## src/hw/rtl/chs_pkg.sv

```systemverilog
// Package for the cosine hemisphere sampler: fixed constants and the CORDIC angle table.
// It has no dependencies. The pipeline stages and the top level use it.
`timescale 1ns / 1ps
package chs_pkg;

  localparam int CordicSteps = 16;
  localparam int RandWidth   = 16;
  localparam logic signed [33:0] CordicGainQ30 = 34'sd652032874;
  localparam logic [31:0] InvPiQ32 = 32'd1367130551;

  // Arctangent of 2^-i, in units of 2^-32 turn.
  function automatic logic signed [33:0] atan_turn(input int idx);
    logic signed [33:0] v;
    begin
      case (idx)
        0: v = 34'sd536870912;
        1: v = 34'sd316933406;
        2: v = 34'sd167458907;
        3: v = 34'sd85004756;
        4: v = 34'sd42667331;
        5: v = 34'sd21354465;
        6: v = 34'sd10679838;
        7: v = 34'sd5340245;
        8: v = 34'sd2670163;
        9: v = 34'sd1335087;
        10: v = 34'sd667544;
        11: v = 34'sd333772;
        12: v = 34'sd166886;
        13: v = 34'sd83443;
        14: v = 34'sd41722;
        15: v = 34'sd20861;
        default: v = 34'sd0;
      endcase
      return v;
    end
  endfunction

  // Per-stage control word that travels with the data.
  typedef struct packed {
    logic valid;
  } stage_ctl_t;

endpackage

```

## src/hw/rtl/chs_cordic_step.sv

```systemverilog
// One registered CORDIC rotation step for the azimuth sine and cosine.
// It depends on chs_pkg for the angle table.
`timescale 1ns / 1ps
module chs_cordic_step
  import chs_pkg::*;
#(
  parameter int STEP = 0
) (
  input  logic                clk,
  input  logic                en,
  input  logic signed [33:0]  x_in,
  input  logic signed [33:0]  y_in,
  input  logic signed [33:0]  z_in,
  output logic signed [33:0]  x_out,
  output logic signed [33:0]  y_out,
  output logic signed [33:0]  z_out
);

  logic signed [33:0] x_nxt, y_nxt, z_nxt;
  logic signed [33:0] x_r, y_r, z_r;

  // Rotate toward zero remaining angle.
  always_comb begin
    if (!z_in[33]) begin
      x_nxt = x_in - (y_in >>> STEP);
      y_nxt = y_in + (x_in >>> STEP);
      z_nxt = z_in - atan_turn(STEP);
    end else begin
      x_nxt = x_in + (y_in >>> STEP);
      y_nxt = y_in - (x_in >>> STEP);
      z_nxt = z_in + atan_turn(STEP);
    end
  end

  always_ff @(posedge clk) begin
    if (en) begin
      x_r <= x_nxt;
      y_r <= y_nxt;
      z_r <= z_nxt;
    end
  end

  assign x_out = x_r;
  assign y_out = y_r;
  assign z_out = z_r;

endmodule

```

## config.mk

```make
export PLATFORM = sky130hd
export DESIGN_NAME = chs_cordic_step
export DESIGN_NICKNAME = d
export VERILOG_FILES = /design/src/hw/rtl/chs_pkg.sv /design/src/hw/rtl/chs_cordic_step.sv
export SDC_FILE = /design/constraint.sdc
export NUM_CORES = 1
export LEC_CHECK = 0
export CAP_MARGIN = 10
export CORE_MARGIN = 2
export CORE_UTILIZATION = 39
export DETAILED_ROUTE_END_ITERATION = 10
export DONT_BUFFER_PORTS = 1
export RECOVER_POWER = 25
export SYNTH_ARGS = -nofsm -noshare
export SYNTH_HDL_FRONTEND = slang
export SYNTH_SLANG_ARGS = --single-unit
```

## constraint.sdc

```tcl
create_clock -name clk -period 4.15 [get_ports clk]
set_input_delay 0.6225 -clock clk [delete_from_list [all_inputs] [get_ports clk]]
set_output_delay 0.6225 -clock clk [all_outputs]
set_load 0.005 [all_outputs]
```

==> results.md, run 1 <==
- Status: finished clean
- WL met3: approximately 2200 µm
- Port Buf Inserts: 0
- CP Capture Type: flop
- Most frequent cells in the layout: 117 x a21oi_1, 108 x inv_1, 103 x ha_1
- Die width: 155.5 µm
- ANT cells: 0
- Die footprint: 24,180 µm²
- Core area: 22,570 µm²
- Maximum fanout along the worst path: 16
- Synth Register Bits: approximately 100
- GRT Util Overall: 20.79%
- Leading area contributor after synthesis: edfxtp_1
- Vias in the first global route: 6,998
- Share of cells above drive strength 1: 4.490%
- Hold buffer count at CTS: 0
- Ys flop type: edfxtp_1
- DR iter-0 viols: 587
- First-pass GRT wire length: 39,410 µm
- Routability cong.: 0.9398
- CTS HTree Levels: 3
- DR top layer: met4
- Area Growth Syn to Fin: 5.409%
- Starting Density: 39.66%
- RSZ-0062 raised after global routing: false
- Die Y: 155.5 µm
- Setup violators final: 0
- Slew @ Worst Pin: 745.6 ps
- Layout Nets: 1,186
- Pleak: 3.829 nW
- Post-synth net total: 1,213
- Detailed placer's ending HPWL: 20,060 µm
- Power per standard cell area: 335.7 nW/µm²
- Drt first pass iters: 5
- Post-synth EDFFs: around 100
- Crit-path slowest cell: ha_1
- Tcrit/Tclk final: 78.35%
- Setup TNS: 0 ps
- Met2 wire len: 11,470 µm
- HP Class: in2reg
- DR vias/cell: 5.755
- Most common cell after layout, fill and taps aside: a21oi_1
- GRT overflow: 0
- Largest cells by area after synthesis: edfxtp_1 34%, ha_1 14%, a21oi_1 6.5%
- CP required: between 4000 and 5000 ps
- Final Instance Area: 9437 µm²
- Maximum vdd drop: roughly 0.15 mV
- Worst-path clk slew: 70 ps
- Yosys top cell area share: 33.88%
- Critical path launch point: x_in[12]
- Crit path launch type: primary input
- Largest net degree at the start of global routing: 102
- CP peak stage delay: about 630 ps
- Vias: 7,280
- Clock tree sinks: 101
- Cell Chain, Critical Path: inv_1 > ha_1 > nand4_1 > nor3_1 > nand3_1 > o211a_1 > and2_1 > o21ai_1 > a221o_1 > o221ai_2 > xnor2_1
- Setup repair bufs after CTS: 0
- Post-CTS Resized: 0
- Yosys cell types: 80
- DRC viols: 0
- Post-DRT Antenna Nets: 0
- Critical Path Sink: y_out[30]$_DFFE_PP_
- I/O pin count: about 210
- Sequential fraction of the synthesis area: 33.88%
- Worst hold slack: 351.5 ps
- Syn. warnings: 0
- Minimum clock period: 3251 ps
- Setup CP Type: in2reg
- Placement Rows: 55
- WL/cell: 20.26 µm
- Async S/R FF share, synth: 0%
- Synth Cell Area: 8952 µm²
- Fin. Hold Viols: 0
- Initial antenna violation count: 0
- Crit path DAT: 3350 ps
- Num CTS Buffers: 9
- Post-DP Area: just over 9000 µm²
- Met1 WL: around 11,000 µm
- Clock Tree Root: clkbuf_16
- CTS tree: built
- Tot Pwr: 3.168 mW
- Post-synthesis cell count: 1,002
- Max Clock Freq: 307.6 MHz
- WL final: 25,640 µm
- Final Max Tran Viols: 0
- Worst rel slew slack: approximately 50%
- Syn Area/Cell: about 9 µm²
- Clock buffer depth: 2
- Max-capacitance violation count: 0
==> registers in the layout, indices dropped and copies added (netlist names) <==
name / flops
x_out: 34
z_out: 34
y_out: 33
==> where the power goes <==
part / internal [mW] / switching (mW) / leakage, nW
sequential: 1.32 / 0.0802 / 0.988
clock: 0.415 / 0.408 / 0.132
combinational: 0.354 / 0.589 / 2.71
==> worst min path at each step <==
stage                         from                   to  slack [ps]  cells past startpoint
after detailed placement  z_in[16]  z_out[16]$_DFFE_PP_         720                      0
after floorplan            z_in[0]   z_out[0]$_DFFE_PP_         720                      0
after global placement     z_in[4]   z_out[4]$_DFFE_PP_         720                      0
after CTS                 z_in[22]  z_out[22]$_DFFE_PP_         340                      0
after global routing      z_in[16]  z_out[16]$_DFFE_PP_         340                      0
final                     z_in[23]  z_out[23]$_DFFE_PP_         350                      0
==> worst max-delay path, delay by kind of cell <==
family | cells | cell delay, ps
xor+xnor | 1 | 140
fa+ha+maj | 1 | 630
simple gates | 4 | 970
compound gates | 4 | 960
buf+inv | 1 | 20
==> cell usage after synthesis, drive strengths merged, types with 5 or more instances <==
master,number
a211oi,11
a21o,18
a21oi,117
a221oi,5
a31oi,9
and3,6
buf,18
clkbuf,25
edfxtp,101
ha,103
inv,109
mux2i,10
nand2,44
nand2b,16
nand3,26
nand4,10
nor2,79
nor2b,12
nor3,19
nor4,8
o211ai,8
o21a,8
o21ai,78
o21bai,13
o31ai,11
or3,7
xnor2,59
xor2,9
==> per-layer routing <==
metal,GRT usage [%],vias up
li1,-,3506
met1,28.48,3423
met2,32.13,312
met3,5.655,39
met4,6.160,0
met5,0,-
==> stage by stage <==
stage                     worst slack (ps)  instances  util [%]
after CTS                            980.4       1265     41.81
after floorplan                       1188       1002         -
after global routing                 716.6       1265     41.81
final                                898.6       1265     41.81
after detailed placement             594.2       1249     40.56
after global placement               611.0       1249     40.56
==> cells by family (layout without fill, tap and decap cells) <==
| logic type | count (synthesis) | after routing | synth area share (%) |
|---|---|---|---|
| AOI/OAI and AO/OA | 321 | 321 | 23.05 |
| and+or+nand+nor | 240 | 240 | 13.18 |
| buffers and inverters | 155 | 133 | 6.834 |
| adders and majority gates | 107 | 107 | 15.29 |
| DFF | 101 | 101 | 33.88 |
| xor gates and xnor gates | 68 | 68 | 6.653 |
| muxes | 10 | 10 | 1.118 |
==> cell type report <==
type,count,area (µm²)
Clock buffer,9,225.2
Fill cell,2255,13140
Clock inverter,7,56.30
Inverter,112,420.4
Multi-Input combinational cell,746,5308
Sequential cell,101,3033
Timing Repair Buffer,5,37.54
Tap cell,285,356.6
No activity file was read; power rests on OpenSTA's default activity.
==> run 2, diff against run 1 <==
Settings changed: ABC_AREA from default to 1.
Clock period 4.15 ns to 2.6 ns, I/O delays scaled along.
==> run 2 against run 1 <==
Compared with the run above:
- power up 75%
- synthesized cell count rose by 57%
- critical path type unchanged
- sequential power increased by 55%
- largest power group unchanged
- highest routed layer unchanged
- critical endpoint is now y_out[28]$_DFFE_PP_
- die area increased by 18%
- sequential share of layout area shrank 5.4 points
- first-iteration DRC count increased by 62%
==> results.md, run 2 <==
- Placement Rows: 60 (+9.1%)
- Pleak: 5.648 nW (+48%)
- Starting Density: 39.43% (-0.23 points)
- Clock buffer depth: 2 (unchanged)
- Post-DRT Antenna Nets: 0 (unchanged)
- DR vias/cell: 5.311 (-7.7%)
- Most common cell in the netlist: nand2_1
- Leading area contributor after synthesis: edfxtp_1
- CP required: 2680 ps (-1570 ps)
- Num CTS Buffers: 9 (unchanged)
- Maximum fanout along the worst path: 11 (-5)
- Detailed placer's ending HPWL: 28,790 µm (+43%)
- Placed insts: 1,912 (+53%)
- CTS HTree Levels: 3 (unchanged)
- CTS tree: built
- Setup violators final: 0 (unchanged)
- CP Capture Type: flop
- ANT cells: 0 (unchanged)
- Core area: 26,800 µm² (+19%)
- Tcrit/Tclk final: 85.65%
- Die footprint: 28,430 µm² (+18%)
- Vias in the first global route: 9,761 (+39%)
- Synth Register Bits: 101 (unchanged)
- Status: finished clean
- Die Y: 168.6 µm (+8.4%)
- Layout Nets: 1,793 (+51%)
- Top cells by count, synth: 454 x nand2_1, 249 x inv_1, 160 x nand3_1
- WL final: 35,080 µm (+37%)
- Syn. warnings: 0 (unchanged)
- Hold Startpoint: z_in[2]
- Post-DP Area: 11,030 µm² (+20%)
- Async S/R FF share, synth: 0% (unchanged)
- Yosys top cell area share: 28.70% (-5.2 points)
- GRT overflow: 0 (unchanged)
- Vias: 10,239 (+41%)
- Max-capacitance violation count: 0 (unchanged)
- Minimum clock period: 2227 ps
- Most common cell after layout, fill and taps aside: nand2_1
- Largest net degree at the start of global routing: 102 (unchanged)
- WL/cell: 18.19 µm (-10%)
- Routability cong.: 0.9276 (-1.3%)
- Ys flop type: edfxtp_1
- GRT Util Overall: 24.25% (+3.5 points)
- Hold Crit Endpoint: z_out[2]$_DFFE_PP_
- RSZ-0062 raised after global routing: false
- Max Clock Freq: 449.1 MHz
- DRC viols: 0 (unchanged)
- Largest cells by area after synthesis: edfxtp_1 29%, nand2_1 16%, ha_1 12%
- I/O pin count: 206 (unchanged)
- Crit path launch type: primary input
- Worst-path clk slew: 80 ps (about the same)
- Final Instance Area: 11,330 µm² (+20%)
- First-pass GRT wire length: 52,950 µm (+34%)
- Slew @ Worst Pin: 523.0 ps (-222.6 ps)
- Drt first pass iters: 6 (+1)
- Post-synth EDFFs: 101 (unchanged)
- Area Growth Syn to Fin: 7.210%
- Port Buf Inserts: 0 (unchanged)
- Fin. Hold Viols: 0 (unchanged)
- Worst rel slew slack: 65.13% (+15 points)
- Setup TNS: 0 ps (unchanged)
- Maximum vdd drop: 0.3012 mV (+96%)
- Yosys cell types: 40 (-50%)
- Final cell count without fillers: 1,928 (+52%)
- HP Class: in2reg
- Setup CP Type: in2reg
- DR iter-0 viols: 949 (+62%)
- Clock tree sinks: 101 (unchanged)
- Final Max Tran Viols: 0 (unchanged)
- Crit path DAT: 2310 ps (-1040 ps)
- Clock Tree Root: clkbuf_16
- Post-CTS Resized: 0 (unchanged)
- Setup repair bufs after CTS: 0 (unchanged)
- Power per standard cell area: 488.6 nW/µm² (+46%)
- Initial antenna violation count: 0 (unchanged)
- Die width: 168.6 µm (+8.4%)
- Syn Area/Cell: 6.718 µm² (-25%)
- Share of cells above drive strength 1: 5.986% (+1.5 points)
- Post-synth net total: 1,784 (+47%)
- Most frequent cells in the layout: 454 x nand2_1, 249 x inv_1, 160 x nand3_1
- Synth Cell Area: 10,570 µm² (+18%)
- Hold buffer count at CTS: 0 (unchanged)
- Sequential fraction of the synthesis area: 28.70% (-5.2 points)
- Post-synthesis cell count: 1,573 (+57%)
- Worst hold path depth: 0 (unchanged)
- Worst hold slack: 110.3 ps (-241.3 ps)
run 2: worst max path at each step:
stage | startpoint | to | slack [ps]
after detailed placement | x_in[4] | y_out[21]$_DFFE_PP_ | 50
after global routing | x_in[3] | y_out[24]$_DFFE_PP_ | 200
final | x_in[3] | y_out[28]$_DFFE_PP_ | 370
after global placement | y_in[0] | y_out[24]$_DFFE_PP_ | 60
after floorplan | x_in[0] | y_out[32]$_DFFE_PP_ | 530
after CTS | x_in[4] | y_out[21]$_DFFE_PP_ | 430
run 2: worst max-delay path, stage by stage:
cell     delay [ps]
inv_1            20
ha_1            460
a21oi_1         380
o21ai_1         230
a21oi_1         190
nand2_1         150
nand2_1         160
nand3_1         100
nand3_1         100
nand2_1         120
run 2: logic make-up (layout without fill, tap and decap cells):
| family | Yosys count | after routing | synth area share [%] |
|---|---|---|---|
| AND/OR/NAND/NOR | 793 | 793 | 31.67 |
| buffers and inverters | 299 | 313 | 11.85 |
| AO/OA/AOI/OAI | 244 | 244 | 12.40 |
| adder cells (fa/ha/maj) | 107 | 107 | 12.95 |
| flip-flops | 101 | 101 | 28.70 |
| XOR/XNOR | 27 | 27 | 2.238 |
| multiplexers | 2 | 2 | 0.1894 |
run 2: area by class of cell:
type / instances / area (µm²)
clock inverter: 7 / 73.82
tap: 341 / 426.7
inverter: 254 / 953.4
clock buffer: 9 / 225.2
sequential: 101 / 3033
multi-input combinational: 1173 / 6282
timing repair buffer: 43 / 335.3
fill: 2807 / 15470
run 2: per-layer routing:
| layer | track usage, % | wire length [µm] | part of all wire, % |
|---|---|---|---|
| met1 | 34.06 | 16300 | 46 |
| met2 | 37.47 | 14980 | 43 |
| met3 | 4.232 | 2758 | 7.9 |
| met4 | 8.733 | 1036 | 3.0 |
| met5 | 0 | 0 | 0 |
run 2: stage by stage:
step | setup WS, ps | util (%) | total power [mW]
2_1_floorplan | 525.4 | - | 3.502
3_3_place_gp | 61.65 | 41.16 | 4.073
3_5_place_dp | 53.27 | 41.16 | 4.083
4_1_cts | 427.9 | 42.27 | 5.556
5_1_grt | 197.2 | 42.27 | 5.849
6_report | 373.2 | 42.27 | 5.536
run 2: where the power goes:
group          internal, mW  switching [mW]  leakage (nW)
clock network         0.686           0.767         0.147
registers              2.06           0.116         0.987
logic                 0.632            1.28          4.51
